==> src/hdl/hextile_pkg.sv <==
package hextile_pkg;

    localparam int TILE_SIDE = 16;

    localparam int IN_DATA_W  = 72;
    localparam int OUT_DATA_W = 96;

    // subencoding flag bits
    localparam int SE_RAW       = 0;
    localparam int SE_BG        = 1;
    localparam int SE_FG        = 2;
    localparam int SE_ANY_SUB   = 3;
    localparam int SE_SUB_COLOR = 4;
    localparam int SE_ZLIB_RAW  = 5;
    localparam int SE_ZLIB_HEX  = 6;

    localparam logic REQ_HEADER = 1'b0;
    localparam logic KIND_FILL  = 1'b0;
    localparam logic KIND_ZLIB  = 1'b1;

    localparam logic [1:0] PIX_CODE_1B = 2'd0;
    localparam logic [1:0] PIX_CODE_2B = 2'd1;

    typedef enum logic [11:0] {
        PH_IDLE      = 12'b0000_0000_0001,
        PH_SUBENC    = 12'b0000_0000_0010,
        PH_RAW       = 12'b0000_0000_0100,
        PH_LEN_HI    = 12'b0000_0000_1000,
        PH_LEN_LO    = 12'b0000_0001_0000,
        PH_SKIP      = 12'b0000_0010_0000,
        PH_BG        = 12'b0000_0100_0000,
        PH_FG        = 12'b0000_1000_0000,
        PH_NSUB      = 12'b0001_0000_0000,
        PH_SUB_COLOR = 12'b0010_0000_0000,
        PH_SUB_XY    = 12'b0100_0000_0000,
        PH_SUB_WH    = 12'b1000_0000_0000
    } phase_t;

endpackage

==> src/hdl/hextile_tile_stream_decoder_top.sv <==
// channel   dir  handshake               payload
// s_*       in   s_tvalid / s_tready     tuser: req_type; tdata: byte, x, y, w, h
// m_*       out  m_tvalid / m_tready     tuser: out_kind; tdata: fill or tile command
// cfg_*     in   cfg_valid / cfg_ready   pixel_size_code
//
// one word per cycle sustained while m_* is not stalled; a word goes input register -> parse ->
// output register, and each result is presented on m_* from the output register
// a word that gives no result leaves the output payload untouched
// while the output register is stalled the input register holds one more word
// rst_n clears parse state, colors and pixel size code; cfg_ready is always high
module hextile_tile_stream_decoder_top
    import hextile_pkg::*;
(
    input  logic                  clk,
    input  logic                  rst_n,
    input  logic                  s_tvalid,
    output logic                  s_tready,
    input  logic [IN_DATA_W-1:0]  s_tdata,   // data_byte, rect_x, rect_y, rect_w, rect_h
    input  logic                  s_tuser,   // req_type
    output logic                  m_tvalid,
    input  logic                  m_tready,
    output logic [OUT_DATA_W-1:0] m_tdata,   // out_x, out_y, out_w, out_h, out_color, out_length
    output logic                  m_tuser,   // out_kind
    input  logic                  cfg_valid,
    output logic                  cfg_ready,
    input  logic [1:0]            cfg_data   // pixel_size_code
);

    localparam logic [16:0] SIDE17 = 17'(TILE_SIDE);

    function automatic logic [4:0] clip_side(input logic [16:0] rem);
        if (rem < SIDE17)
        begin
            clip_side = rem[4:0];
        end
        else
        begin
            clip_side = 5'(TILE_SIDE);
        end
    endfunction

    // input register
    logic                 in_valid_reg;
    logic                 in_req_reg;
    logic [IN_DATA_W-1:0] in_data_reg;

    // output register
    logic        out_valid_reg;
    logic        out_kind_reg;
    logic [15:0] out_x_reg;
    logic [15:0] out_y_reg;
    logic [4:0]  out_w_reg;
    logic [4:0]  out_h_reg;
    logic [31:0] out_color_reg;
    logic [15:0] out_length_reg;

    // parse state
    phase_t      phase_reg, phase_next;
    logic [1:0]  pix_code_reg;
    logic [15:0] org_x_reg, org_x_next;
    logic [15:0] org_y_reg, org_y_next;
    logic [15:0] size_w_reg, size_w_next;
    logic [15:0] size_h_reg, size_h_next;
    logic [16:0] tile_dx_reg, tile_dx_next;
    logic [16:0] tile_dy_reg, tile_dy_next;
    logic [4:0]  tile_w_reg, tile_w_next;
    logic [4:0]  tile_h_reg, tile_h_next;
    logic [7:0]  flags_reg, flags_next;
    logic [31:0] pix_acc_reg, pix_acc_next;
    logic [1:0]  pix_cnt_reg, pix_cnt_next;
    logic [31:0] bg_reg, bg_next;
    logic [31:0] fg_reg, fg_next;
    logic [7:0]  nsub_reg, nsub_next;
    logic [7:0]  subpos_reg, subpos_next;
    logic [3:0]  raw_col_reg, raw_col_next;
    logic [3:0]  raw_row_reg, raw_row_next;
    logic [15:0] skip_reg, skip_next;

    logic advance;
    logic emit;
    logic emit_kind;
    logic [15:0] emit_x, emit_y, emit_length;
    logic [4:0]  emit_w, emit_h;
    logic [31:0] emit_color;
    logic go_next_tile;

    logic [7:0]  in_byte;
    logic [15:0] hdr_x, hdr_y, hdr_w, hdr_h;
    logic [15:0] tile_x, tile_y;

    logic [31:0] pix_merged;
    logic [2:0]  pix_cnt_inc;
    logic [2:0]  pix_bytes;
    logic        pix_done;

    logic [16:0] dx_step, dy_step;
    logic        dx_wrap;
    logic [16:0] nt_dx, nt_dy;
    logic        nt_done;

    logic [4:0]  col_inc, row_inc;
    logic [15:0] len_full;
    logic [15:0] skip_dec;
    logic [7:0]  nsub_dec;

    assign advance  = in_valid_reg && (!out_valid_reg || m_tready);
    assign s_tready = !in_valid_reg || advance;
    assign cfg_ready = 1'b1;

    assign m_tvalid = out_valid_reg;
    assign m_tuser  = out_kind_reg;
    assign m_tdata  = {6'b0, out_length_reg, out_color_reg, out_h_reg, out_w_reg,
                       out_y_reg, out_x_reg};

    assign in_byte = in_data_reg[7:0];
    assign hdr_x   = in_data_reg[23:8];
    assign hdr_y   = in_data_reg[39:24];
    assign hdr_w   = in_data_reg[55:40];
    assign hdr_h   = in_data_reg[71:56];

    assign tile_x = org_x_reg + tile_dx_reg[15:0];
    assign tile_y = org_y_reg + tile_dy_reg[15:0];

    // pixel assembly, little-endian
    assign pix_merged  = pix_acc_reg | ({24'b0, in_byte} << {pix_cnt_reg, 3'b000});
    assign pix_cnt_inc = {1'b0, pix_cnt_reg} + 3'd1;
    always_comb
    begin
        unique case (pix_code_reg)
            PIX_CODE_1B: pix_bytes = 3'd1;
            PIX_CODE_2B: pix_bytes = 3'd2;
            default:     pix_bytes = 3'd4;
        endcase
    end
    assign pix_done = pix_cnt_inc >= pix_bytes;

    // next tile position
    assign dx_step = tile_dx_reg + SIDE17;
    assign dy_step = tile_dy_reg + SIDE17;
    assign dx_wrap = dx_step >= {1'b0, size_w_reg};
    assign nt_dx   = dx_wrap ? 17'd0 : dx_step;
    assign nt_dy   = dx_wrap ? dy_step : tile_dy_reg;
    assign nt_done = dx_wrap && (dy_step >= {1'b0, size_h_reg});

    assign col_inc  = {1'b0, raw_col_reg} + 5'd1;
    assign row_inc  = {1'b0, raw_row_reg} + 5'd1;
    assign len_full = skip_reg | {8'b0, in_byte};
    assign skip_dec = skip_reg - 16'd1;
    assign nsub_dec = nsub_reg - 8'd1;

    always_comb
    begin
        phase_next   = phase_reg;
        org_x_next   = org_x_reg;
        org_y_next   = org_y_reg;
        size_w_next  = size_w_reg;
        size_h_next  = size_h_reg;
        tile_dx_next = tile_dx_reg;
        tile_dy_next = tile_dy_reg;
        tile_w_next  = tile_w_reg;
        tile_h_next  = tile_h_reg;
        flags_next   = flags_reg;
        pix_acc_next = pix_acc_reg;
        pix_cnt_next = pix_cnt_reg;
        bg_next      = bg_reg;
        fg_next      = fg_reg;
        nsub_next    = nsub_reg;
        subpos_next  = subpos_reg;
        raw_col_next = raw_col_reg;
        raw_row_next = raw_row_reg;
        skip_next    = skip_reg;
        go_next_tile = 1'b0;
        emit         = 1'b0;
        emit_kind    = KIND_FILL;
        emit_x       = tile_x;
        emit_y       = tile_y;
        emit_w       = tile_w_reg;
        emit_h       = tile_h_reg;
        emit_color   = bg_reg;
        emit_length  = 16'd0;

        if (advance)
        begin
            if (in_req_reg == REQ_HEADER)
            begin
                org_x_next   = hdr_x;
                org_y_next   = hdr_y;
                size_w_next  = hdr_w;
                size_h_next  = hdr_h;
                tile_dx_next = 17'd0;
                tile_dy_next = 17'd0;
                pix_acc_next = 32'd0;
                pix_cnt_next = 2'd0;
                tile_w_next  = clip_side({1'b0, hdr_w});
                tile_h_next  = clip_side({1'b0, hdr_h});
                if (hdr_w == 16'd0 || hdr_h == 16'd0)
                begin
                    phase_next = PH_IDLE;
                end
                else
                begin
                    phase_next = PH_SUBENC;
                end
            end
            else
            begin
                unique case (phase_reg)
                    PH_SUBENC:
                    begin
                        flags_next   = in_byte;
                        pix_acc_next = 32'd0;
                        pix_cnt_next = 2'd0;
                        priority if (in_byte[SE_RAW])
                        begin
                            raw_col_next = 4'd0;
                            raw_row_next = 4'd0;
                            phase_next   = PH_RAW;
                        end
                        else if (in_byte[SE_ZLIB_RAW] || in_byte[SE_ZLIB_HEX])
                        begin
                            phase_next = PH_LEN_HI;
                        end
                        else if (in_byte[SE_BG])
                        begin
                            phase_next = PH_BG;
                        end
                        else
                        begin
                            emit = 1'b1;
                            priority if (in_byte[SE_FG])
                            begin
                                phase_next = PH_FG;
                            end
                            else if (in_byte[SE_ANY_SUB])
                            begin
                                phase_next = PH_NSUB;
                            end
                            else
                            begin
                                go_next_tile = 1'b1;
                            end
                        end
                    end
                    PH_RAW:
                    begin
                        if (pix_done)
                        begin
                            pix_acc_next = 32'd0;
                            pix_cnt_next = 2'd0;
                            emit       = 1'b1;
                            emit_x     = tile_x + {12'b0, raw_col_reg};
                            emit_y     = tile_y + {12'b0, raw_row_reg};
                            emit_w     = 5'd1;
                            emit_h     = 5'd1;
                            emit_color = pix_merged;
                            if (col_inc >= tile_w_reg)
                            begin
                                raw_col_next = 4'd0;
                                raw_row_next = row_inc[3:0];
                                if (row_inc >= tile_h_reg)
                                begin
                                    go_next_tile = 1'b1;
                                end
                            end
                            else
                            begin
                                raw_col_next = col_inc[3:0];
                            end
                        end
                        else
                        begin
                            pix_acc_next = pix_merged;
                            pix_cnt_next = pix_cnt_inc[1:0];
                        end
                    end
                    PH_LEN_HI:
                    begin
                        skip_next  = {in_byte, 8'b0};
                        phase_next = PH_LEN_LO;
                    end
                    PH_LEN_LO:
                    begin
                        skip_next   = len_full;
                        emit        = 1'b1;
                        emit_kind   = KIND_ZLIB;
                        emit_color  = 32'd0;
                        emit_length = len_full;
                        if (len_full == 16'd0)
                        begin
                            go_next_tile = 1'b1;
                        end
                        else
                        begin
                            phase_next = PH_SKIP;
                        end
                    end
                    PH_SKIP:
                    begin
                        skip_next = skip_dec;
                        if (skip_dec == 16'd0)
                        begin
                            go_next_tile = 1'b1;
                        end
                    end
                    PH_BG:
                    begin
                        if (pix_done)
                        begin
                            pix_acc_next = 32'd0;
                            pix_cnt_next = 2'd0;
                            bg_next      = pix_merged;
                            emit         = 1'b1;
                            emit_color   = pix_merged;
                            priority if (flags_reg[SE_FG])
                            begin
                                phase_next = PH_FG;
                            end
                            else if (flags_reg[SE_ANY_SUB])
                            begin
                                phase_next = PH_NSUB;
                            end
                            else
                            begin
                                go_next_tile = 1'b1;
                            end
                        end
                        else
                        begin
                            pix_acc_next = pix_merged;
                            pix_cnt_next = pix_cnt_inc[1:0];
                        end
                    end
                    PH_FG:
                    begin
                        if (pix_done)
                        begin
                            pix_acc_next = 32'd0;
                            pix_cnt_next = 2'd0;
                            fg_next      = pix_merged;
                            if (flags_reg[SE_ANY_SUB])
                            begin
                                phase_next = PH_NSUB;
                            end
                            else
                            begin
                                go_next_tile = 1'b1;
                            end
                        end
                        else
                        begin
                            pix_acc_next = pix_merged;
                            pix_cnt_next = pix_cnt_inc[1:0];
                        end
                    end
                    PH_NSUB:
                    begin
                        nsub_next = in_byte;
                        if (in_byte == 8'd0)
                        begin
                            go_next_tile = 1'b1;
                        end
                        else
                        begin
                            phase_next = flags_reg[SE_SUB_COLOR] ? PH_SUB_COLOR : PH_SUB_XY;
                        end
                    end
                    PH_SUB_COLOR:
                    begin
                        if (pix_done)
                        begin
                            pix_acc_next = 32'd0;
                            pix_cnt_next = 2'd0;
                            fg_next      = pix_merged;
                            phase_next   = PH_SUB_XY;
                        end
                        else
                        begin
                            pix_acc_next = pix_merged;
                            pix_cnt_next = pix_cnt_inc[1:0];
                        end
                    end
                    PH_SUB_XY:
                    begin
                        subpos_next = in_byte;
                        phase_next  = PH_SUB_WH;
                    end
                    PH_SUB_WH:
                    begin
                        emit       = 1'b1;
                        emit_x     = tile_x + {12'b0, subpos_reg[7:4]};
                        emit_y     = tile_y + {12'b0, subpos_reg[3:0]};
                        emit_w     = {1'b0, in_byte[7:4]} + 5'd1;
                        emit_h     = {1'b0, in_byte[3:0]} + 5'd1;
                        emit_color = fg_reg;
                        nsub_next  = nsub_dec;
                        if (nsub_dec == 8'd0)
                        begin
                            go_next_tile = 1'b1;
                        end
                        else
                        begin
                            phase_next = flags_reg[SE_SUB_COLOR] ? PH_SUB_COLOR : PH_SUB_XY;
                        end
                    end
                    default:
                    begin
                        // idle: data words are dropped
                    end
                endcase

                if (go_next_tile)
                begin
                    tile_dx_next = nt_dx;
                    tile_dy_next = nt_dy;
                    tile_w_next  = clip_side({1'b0, size_w_reg} - nt_dx);
                    tile_h_next  = clip_side({1'b0, size_h_reg} - nt_dy);
                    phase_next   = nt_done ? PH_IDLE : PH_SUBENC;
                end
            end
        end
    end

    always_ff @(posedge clk or negedge rst_n)
    begin
        if (!rst_n)
        begin
            in_valid_reg  <= 1'b0;
            out_valid_reg <= 1'b0;
            pix_code_reg  <= PIX_CODE_1B;
            phase_reg     <= PH_IDLE;
            org_x_reg     <= '0;
            org_y_reg     <= '0;
            size_w_reg    <= '0;
            size_h_reg    <= '0;
            tile_dx_reg   <= '0;
            tile_dy_reg   <= '0;
            tile_w_reg    <= '0;
            tile_h_reg    <= '0;
            flags_reg     <= '0;
            pix_acc_reg   <= '0;
            pix_cnt_reg   <= '0;
            bg_reg        <= '0;
            fg_reg        <= '0;
            nsub_reg      <= '0;
            subpos_reg    <= '0;
            raw_col_reg   <= '0;
            raw_row_reg   <= '0;
            skip_reg      <= '0;
        end
        else
        begin
            if (s_tready)
            begin
                in_valid_reg <= s_tvalid;
            end
            if (advance)
            begin
                out_valid_reg <= emit || (out_valid_reg && !m_tready);
            end
            else if (m_tready)
            begin
                out_valid_reg <= 1'b0;
            end
            if (cfg_valid && cfg_ready)
            begin
                pix_code_reg <= cfg_data;
            end
            phase_reg   <= phase_next;
            org_x_reg   <= org_x_next;
            org_y_reg   <= org_y_next;
            size_w_reg  <= size_w_next;
            size_h_reg  <= size_h_next;
            tile_dx_reg <= tile_dx_next;
            tile_dy_reg <= tile_dy_next;
            tile_w_reg  <= tile_w_next;
            tile_h_reg  <= tile_h_next;
            flags_reg   <= flags_next;
            pix_acc_reg <= pix_acc_next;
            pix_cnt_reg <= pix_cnt_next;
            bg_reg      <= bg_next;
            fg_reg      <= fg_next;
            nsub_reg    <= nsub_next;
            subpos_reg  <= subpos_next;
            raw_col_reg <= raw_col_next;
            raw_row_reg <= raw_row_next;
            skip_reg    <= skip_next;
        end
    end

    // payload registers
    always_ff @(posedge clk)
    begin
        if (s_tready && s_tvalid)
        begin
            in_req_reg  <= s_tuser;
            in_data_reg <= s_tdata;
        end
        if (advance && emit)
        begin
            out_kind_reg   <= emit_kind;
            out_x_reg      <= emit_x;
            out_y_reg      <= emit_y;
            out_w_reg      <= emit_w;
            out_h_reg      <= emit_h;
            out_color_reg  <= emit_color;
            out_length_reg <= emit_length;
        end
    end

    a_stall_only_when_full: assert property (@(posedge clk) disable iff (!rst_n)
        !s_tready |-> in_valid_reg && out_valid_reg && !m_tready)
        else $error("input stalled without a full pipeline");

    a_size_nonzero: assert property (@(posedge clk) disable iff (!rst_n)
        m_tvalid |-> out_w_reg != 5'd0 && out_h_reg != 5'd0)
        else $error("result with zero size");

    a_zlib_fields: assert property (@(posedge clk) disable iff (!rst_n)
        m_tvalid && m_tuser == KIND_ZLIB |-> out_color_reg == 32'd0)
        else $error("skipped tile carries a color");

    a_header_opens: assert property (@(posedge clk) disable iff (!rst_n)
        advance && in_req_reg == REQ_HEADER && hdr_w != 16'd0 && hdr_h != 16'd0
        |=> phase_reg == PH_SUBENC && tile_w_reg != 5'd0 && tile_h_reg != 5'd0)
        else $error("header did not open a tile");

endmodule
==> config.mk <==
export PLATFORM = sky130hd
export DESIGN_NAME = hextile_tile_stream_decoder_top
export DESIGN_NICKNAME = d
export VERILOG_FILES = /design/src/hdl/hextile_pkg.sv /design/src/hdl/hextile_tile_stream_decoder_top.sv
export SDC_FILE = /design/constraint.sdc
export NUM_CORES = 1
export LEC_CHECK = 0
export BUFFER_PORTS_ARGS = -buffer_cell sky130_fd_sc_hd__clkbuf_2
export CORE_MARGIN = 2
export CORE_UTILIZATION = 60
export CTS_CLUSTER_SIZE = 14
export DETAILED_ROUTE_END_ITERATION = 10
export PLACE_DENSITY = 0.81
export SETUP_SLACK_MARGIN = 0.4
export SKIP_LAST_GASP = 1
export SLEW_MARGIN = 25
export SYNTH_ARGS = -nofsm -noshare
export SYNTH_HDL_FRONTEND = slang
export SYNTH_SLANG_ARGS = --single-unit
==> constraint.sdc <==
create_clock -name clk -period 16.7 [get_ports clk]
set_clock_uncertainty 0.05 [all_clocks]
set_input_delay 5.01 -clock clk [delete_from_list [all_inputs] [get_ports clk]]
set_output_delay 5.01 -clock clk [all_outputs]
set_load 0.005 [all_outputs]
# After elaboration in Yosys (flattened, before gate mapping)
# Cells that the tools add are included.
dict set report classes {
  n_addsub 17
  mul 0
  div 0
  order_cmp 9
  n_eq_ne 25
  n_shift 1
  muxes 98
  bitwise_logic 3
  reduce_logical 42
}
# operator count
set op_table {}
lappend op_table {{2-to-1 mux 12 bit} 15}
lappend op_table {{2-to-1 mux 32 bit} 5}
lappend op_table {{case mux 12 bit (9 select lines)} 1}
lappend op_table {{2-to-1 mux 17 bit} 6}
lappend op_table {{2-to-1 mux 16 bit} 6}
lappend op_table {{case mux 32 bit (3 select lines)} 1}
lappend op_table {{2-to-1 mux 5 bit} 14}
lappend op_table {{adder 16 x 4 -> 16 bit} 4}
lappend op_table {{logical NOT 16 bit} 4}
lappend op_table {{case mux 16 bit (2 select lines)} 2}
lappend op_table {{case mux 32 bit (2 select lines)} 1}
lappend op_table {{case mux 16 bit (3 select lines)} 1}
lappend op_table {{adder 17 x 5 -> 17 bit, second input constant} 2}
lappend op_table {{greater-or-equal comparator 17 x 16 -> 1 bit} 2}
lappend op_table {{< comparator 17 x 5 -> 1 bit, second input constant} 2}
lappend op_table {{subtractor 16 x 17 -> 17 bit} 2}
lappend op_table {{adder 16 bit} 2}
lappend op_table {{< comparator 16 x 5 -> 1 bit, second input constant} 2}
lappend op_table {{bitwise OR 32 bit} 1}
lappend op_table {{left shift 8 x 5 -> 32 bit} 1}
lappend op_table {{2-to-1 mux 1 bit} 27}
lappend op_table {{!= test 4 bit, second input constant} 6}
lappend op_table {{adder 4 x 1 -> 5 bit, second input constant} 4}
lappend op_table {{2-to-1 mux 4 bit} 5}
lappend op_table {{other kinds (48)} 79}
dict set report totals {
  regBits 431
  latch_bits 0
  ramBits 0
  rom_bits 0
  output_inout_bits 100
  word_cells 226
  mem_count 0
}

# Logic depth before layout (Yosys ltp)
dict set report depth {
  depth_word 10
  ltp_mapped 24
  ltp_nobuf 22
}

# Worst setup path after synthesis
# OpenSTA, ideal clock, no wires.
dict set report synth_path {
  path_kind {input-to-reg}
  from {in m_tready}
  to {reg out_kind_reg (netlist: m_tuser) (enable)}
  setup_ps 573
  arrival_time_ps 10452
  required_ps 16077
  path_slack_ps 5625
  stages 7
  n_path_buf 1
  cell_sequence {nand2b_1 and2_1 nand2_1 clkbuf_1 nor2_1 nor2_1 a21oi_1}
}
dict set report synth_between {
  elab_chain_cells 4
}
# item line
set synth_lines {}
lappend synth_lines {{start, declared} hextile_tile_stream_decoder_top.sv:21} ;# input logic m_tready,
lappend synth_lines {{logical OR 1 bit *} hextile_tile_stream_decoder_top.sv:106} ;# assign advance = in_valid_reg && (!out_valid_reg || m_tready);
lappend synth_lines {{logical AND 1 bit *} hextile_tile_stream_decoder_top.sv:106}
lappend synth_lines {{2-to-1 mux 1 bit} hextile_tile_stream_decoder_top.sv:182} ;# if (advance)
lappend synth_lines {{logical AND 1 bit *} hextile_tile_stream_decoder_top.sv:498} ;# if (advance && emit)
lappend synth_lines {{end signal, assigned} hextile_tile_stream_decoder_top.sv:500} ;# out_kind_reg <= emit_kind;
lappend synth_lines {{end, declared} hextile_tile_stream_decoder_top.sv:49} ;# logic out_kind_reg;
# Every way passes the cells marked *; elsewhere a longest branch is shown, timed or not.
# A chain may end at the register's enable or synchronous reset.

# Final worst setup path
dict set report layout_path {
  from {in m_tready}
  to {out s_tready}
}
dict set report layout_between {
  elab_chain_cells 3
}
# item line
set layout_lines {}
lappend layout_lines {{logical OR 1 bit} hextile_tile_stream_decoder_top.sv:106}
lappend layout_lines {{logical AND 1 bit} hextile_tile_stream_decoder_top.sv:106}
lappend layout_lines {{logical OR 1 bit} hextile_tile_stream_decoder_top.sv:107} ;# assign s_tready = !in_valid_reg || advance;
lappend layout_lines {{end, declared} hextile_tile_stream_decoder_top.sv:17} ;# output logic s_tready,
# No other way between the ends.

==> results by stage <==
Pwr:
- The maximum vdd ir drop is 0.08476 mV.
- The ratio of total power to cell area is around 110 nW/µm².
- In this run the static leakage power is 11.16 nW.

Route:
- The final layout contains routed wiring with a total length of ~60 mm.
- In this run, the number of DRC markers left after iteration 0 of detailed routing was roughly 1400.
- The pre-antenna-repair detailed-routing pass consisted of 5 iterations.
- The via density per instance is 6.255.
- In the routed design, unresolved DRC markers number 0.
- The antenna violation net count after detailed routing is 0.
- The via count of the routed design is ~18000.
- The average wire per cell in the routed design is about 20 µm.

Clock network:
- The CTS H-tree depth is 2.
- The register clock-pin slew on the reported worst setup and hold paths is 0.06 ns.
- CTS saw roughly 430 sinks.
- The CTS tree is yes.
- Post-CTS timing repair inserted 0 buffers for setup.
- The buffer levels on the longest clock path is 3.
- The tree is rooted in a clkbuf_16.
- The number of hold buffers added after cts is 0.
- The number of buffers created by CTS is 45.
- The clock network latency to the later pin of the worst-skew pair is ~0.60 ns.
- The post-cts gate resize count is 0.

Timing:
- The time the final worst path needs with I/O delays and setup is ~10 ns.
- After routing, the total negative slack on setup checks comes to 0 ns.
- Setup violations remaining at the end of the flow were counted as 0.
- The worst hold slack is between 0.4 and 0.5 ns.
- The maximum clock rate is ~0.095 GHz.
- The number of max-slew violations in the final report is 0.
- The relative max-transition margin is 0.2846.
- At the pin with the least slew margin, the transition time is 1.073 ns.
- The number of hold violations in the final report is 0.
- Setup repair after global routing left no endpoint under its margin.
- In the finished design, the share of the clock period the worst path needs comes to 0.6280.

Worst setup path:
- The dominant cell type by count on the critical path is clkbuf_2.
- The slowest stage of the critical path belongs to the cell clkbuf_2.
- Of all nets on the critical path, the largest fanout is 3.
- The endpoint identified for the worst register-to-register timing path is tile_h_reg[4]$_DFFE_PN0P_.
- The most critical setup path has its startpoint at m_tready.
- The worst setup path is of the in2out kind.
- Data on the critical path is required at its endpoint by roughly 12 ns.
- The register-to-register setup slack is 10.24 ns.
- The startpoint kind of the worst setup timing path is an input pin.
- Measured in cells, the most critical reg-to-reg path has a length of 22.
- Traced cell by cell, the critical path runs through clkbuf_2 -> inv_1 -> nand3_1 -> clkbuf_2.
- The launch point of the worst reg-to-reg path is tile_dx_reg[4]$_DFFE_PN0P_.
- In this design, the stage delay of the slowest critical-path cell is roughly 0.15 ns.
- The data arrival time of the critical path is ~5.4 ns.
- In this run the worst setup path terminates at s_tready.
- The element type at the critical path end is an output port.

Logic synthesis:
- The total number of yosys warnings is 0.
- For this run, asynchronously set or reset flops after synthesis account for 0.6141.
- The share of synthesized area occupied by flip-flops and latches is 0.4978.
- The share of synthesized area in the top cell type comes to 0.2827.
- Counting flops with a built-in enable in the synthesized netlist gives 164.
- The count of distinct cell types in the synthesized netlist is between 90 and 100.
- The library cell occupying the most area in the post-synthesis netlist is dfrtp_1.
- After synthesis the cells add up to around 23000 µm².
- In the post-synthesis netlist, the biggest area contributors are dfrtp_1, edfxtp_1, ha_1.
- The cell count after synthesis is between 2000 and 2500.
- The most used flip-flop cell after synthesis is dfrtp_1.
- In this run, synthesis produced a sequential element count of around 430.
- The average footprint of a synthesized cell is around 10 µm².

Global routing:
- The pin count of the biggest net entering global routing is 112.
- In the global route stage, overall resource usage came out at 0.3045.
- The first global-routing pass estimated roughly 95 mm of wire.
- The aggregate global routing overflow is 0.
- The initial antenna violation count is 0.
- The number of global-route vias before repair is approximately 18000.

Cells and area:
- The number of inserted filler cells in the final layout is around 2800.
- The fraction of layout instances using a drive strength above 1 is 0.1566.
- The synthesis-to-layout area growth is 12.81%.
- The sequential cells in the finished layout cover a total of 11460 µm².
- The layout net count is 2614.
- The number of flip-flops under the largest register name is 72.
- In the final layout, the multi-input gates occupy 10840 µm².
- The repair_antennas step left the layout with diodes totalling 0.

Outcome:
- The flow ran to the end, and the final reports show no timing, DRC or antenna violations.

Die:
- The number of core rows is just over 70.
- The initial core utilization is 0.6096.
- Pin placement for this block handled 180 I/O pins.
- The die is about 200 µm tall.
- The die area is ~40000 µm².
- The floorplan die width is between 150 and 200 µm.
- In this run the standard cell core region covers 37760 µm².

Place:
- After legalization and detailed placement, the total HPWL measured 40.86 mm.
- During placement, the flow inserted port buffers numbering 172.
- The final weighted congestion of routability-driven global placement is between 0.9 and 1.

Run:
- Across the run, the number of max-cap violations was 0.

Hold path:
- The classification of the worst-slack hold path is reg2reg.
-- report_power, final --
part           internal (mW)  total, mW  switching (mW)
clock                  0.626       1.06           0.435
combinational          0.213      0.543           0.330
sequential              1.17       1.25          0.0796
-- worst max-delay path, delay by kind of cell --
family                 cells  cell delay, ns
buffers and inverters      3            0.30
and+or+nand+nor            1            0.12
-- placed cells by master, fill, tap and decap left out, types with 28 or more instances in the layout --
master     instances
dfrtp_1          260
nand2_1          234
o21ai_0          189
a21oi_1          176
nor2_1           171
clkbuf_2         171
edfxtp_1         164
ha_1             126
inv_1             90
xnor2_1           66
mux2_2            50
a22o_1            47
nor3_1            46
clkbuf_16         46
nand3_1           45
xor2_1            41
a21o_1            28
-- through the flow --
stage	cells	setup slack, ns	instance area [µm²]	power, mW	utilization
after floorplan	2264	5.625	23040	1.642	-
after global placement	2863	6.224	24320	1.776	0.6442
after detailed placement	2863	6.212	24320	1.798	0.6442
after CTS	2947	6.210	25910	2.855	0.6862
after global routing	2950	6.187	25960	2.976	0.6877
final	2950	6.212	25960	2.856	0.6877
-- cells by family (layout without fill, tap and decap cells) --
logic type      Yosys count  count (layout)  synth area share
fa+ha+maj               132             132           0.07371
flops                   425             425            0.4978
mux                      61              61           0.02925
simple gates            697             697            0.1477
compound gates          634             634            0.1749
buf+inv                 198             373           0.03468
other cells               2               9         0.0003263
xor+xnor                108             108           0.04169
-- area by class of cell --
class                   count  share of cell area
flip-flops and latches    425              0.4413
multi-input cells        1641              0.4174
clock buffers              58             0.04954
repair buffers            199             0.04269
well taps                 511             0.02462
inverters                  90             0.01301
clock inverters            26             0.01147
-- worst min path at each step --
stage                                         start                        end  slack, ns  cells after the start
final                     in_data_reg[20]$_DFFE_PP_  org_x_reg[12]$_DFFE_PN0P_       0.43                      1
after global placement    in_data_reg[62]$_DFFE_PP_  size_h_reg[6]$_DFFE_PN0P_       0.41                      2
after floorplan           in_data_reg[62]$_DFFE_PP_  size_h_reg[6]$_DFFE_PN0P_       0.39                      2
after detailed placement  in_data_reg[23]$_DFFE_PP_  org_x_reg[15]$_DFFE_PN0P_       0.42                      1
after CTS                 in_data_reg[23]$_DFFE_PP_  org_x_reg[15]$_DFFE_PN0P_       0.43                      1
after global routing      in_data_reg[23]$_DFFE_PP_  org_x_reg[15]$_DFFE_PN0P_       0.43                      1
-- Yosys cell counts (7+ instances only) --
master	n
o31ai_1	23
nor3b_1	7
inv_1	90
a22oi_1	7
a211oi_1	11
o21ai_0	189
a31o_2	7
and2_1	14
nand4_1	23
nand2b_1	23
xor2_1	41
or2_2	11
buf_1	9
clkbuf_1	84
nor3_1	46
mux2i_1	11
mux2_2	50
a21oi_1	177
a31oi_1	21
a21o_1	28
dfrtp_1	260
or3_1	12
nand2_1	234
nor2_1	173
nor2b_1	25
and3_1	24
o22ai_1	16
xnor2_1	66
buf_4	7
ha_1	126
o21a_1	20
a22o_1	47
nor4_1	20
o21bai_1	8
nand3_1	46
edfxtp_1	164
-- metal layers --
layer | up-vias | track usage | wire, µm
met5 | - | 0.01235 | 40
met3 | 183 | 0.04452 | 4157
li1 | 8514 | - | -
met4 | 2 | 0.1503 | 2671
met2 | 785 | 0.5037 | 28820
met1 | 8969 | 0.3940 | 24210
Power figures use the tool's default switching activity.
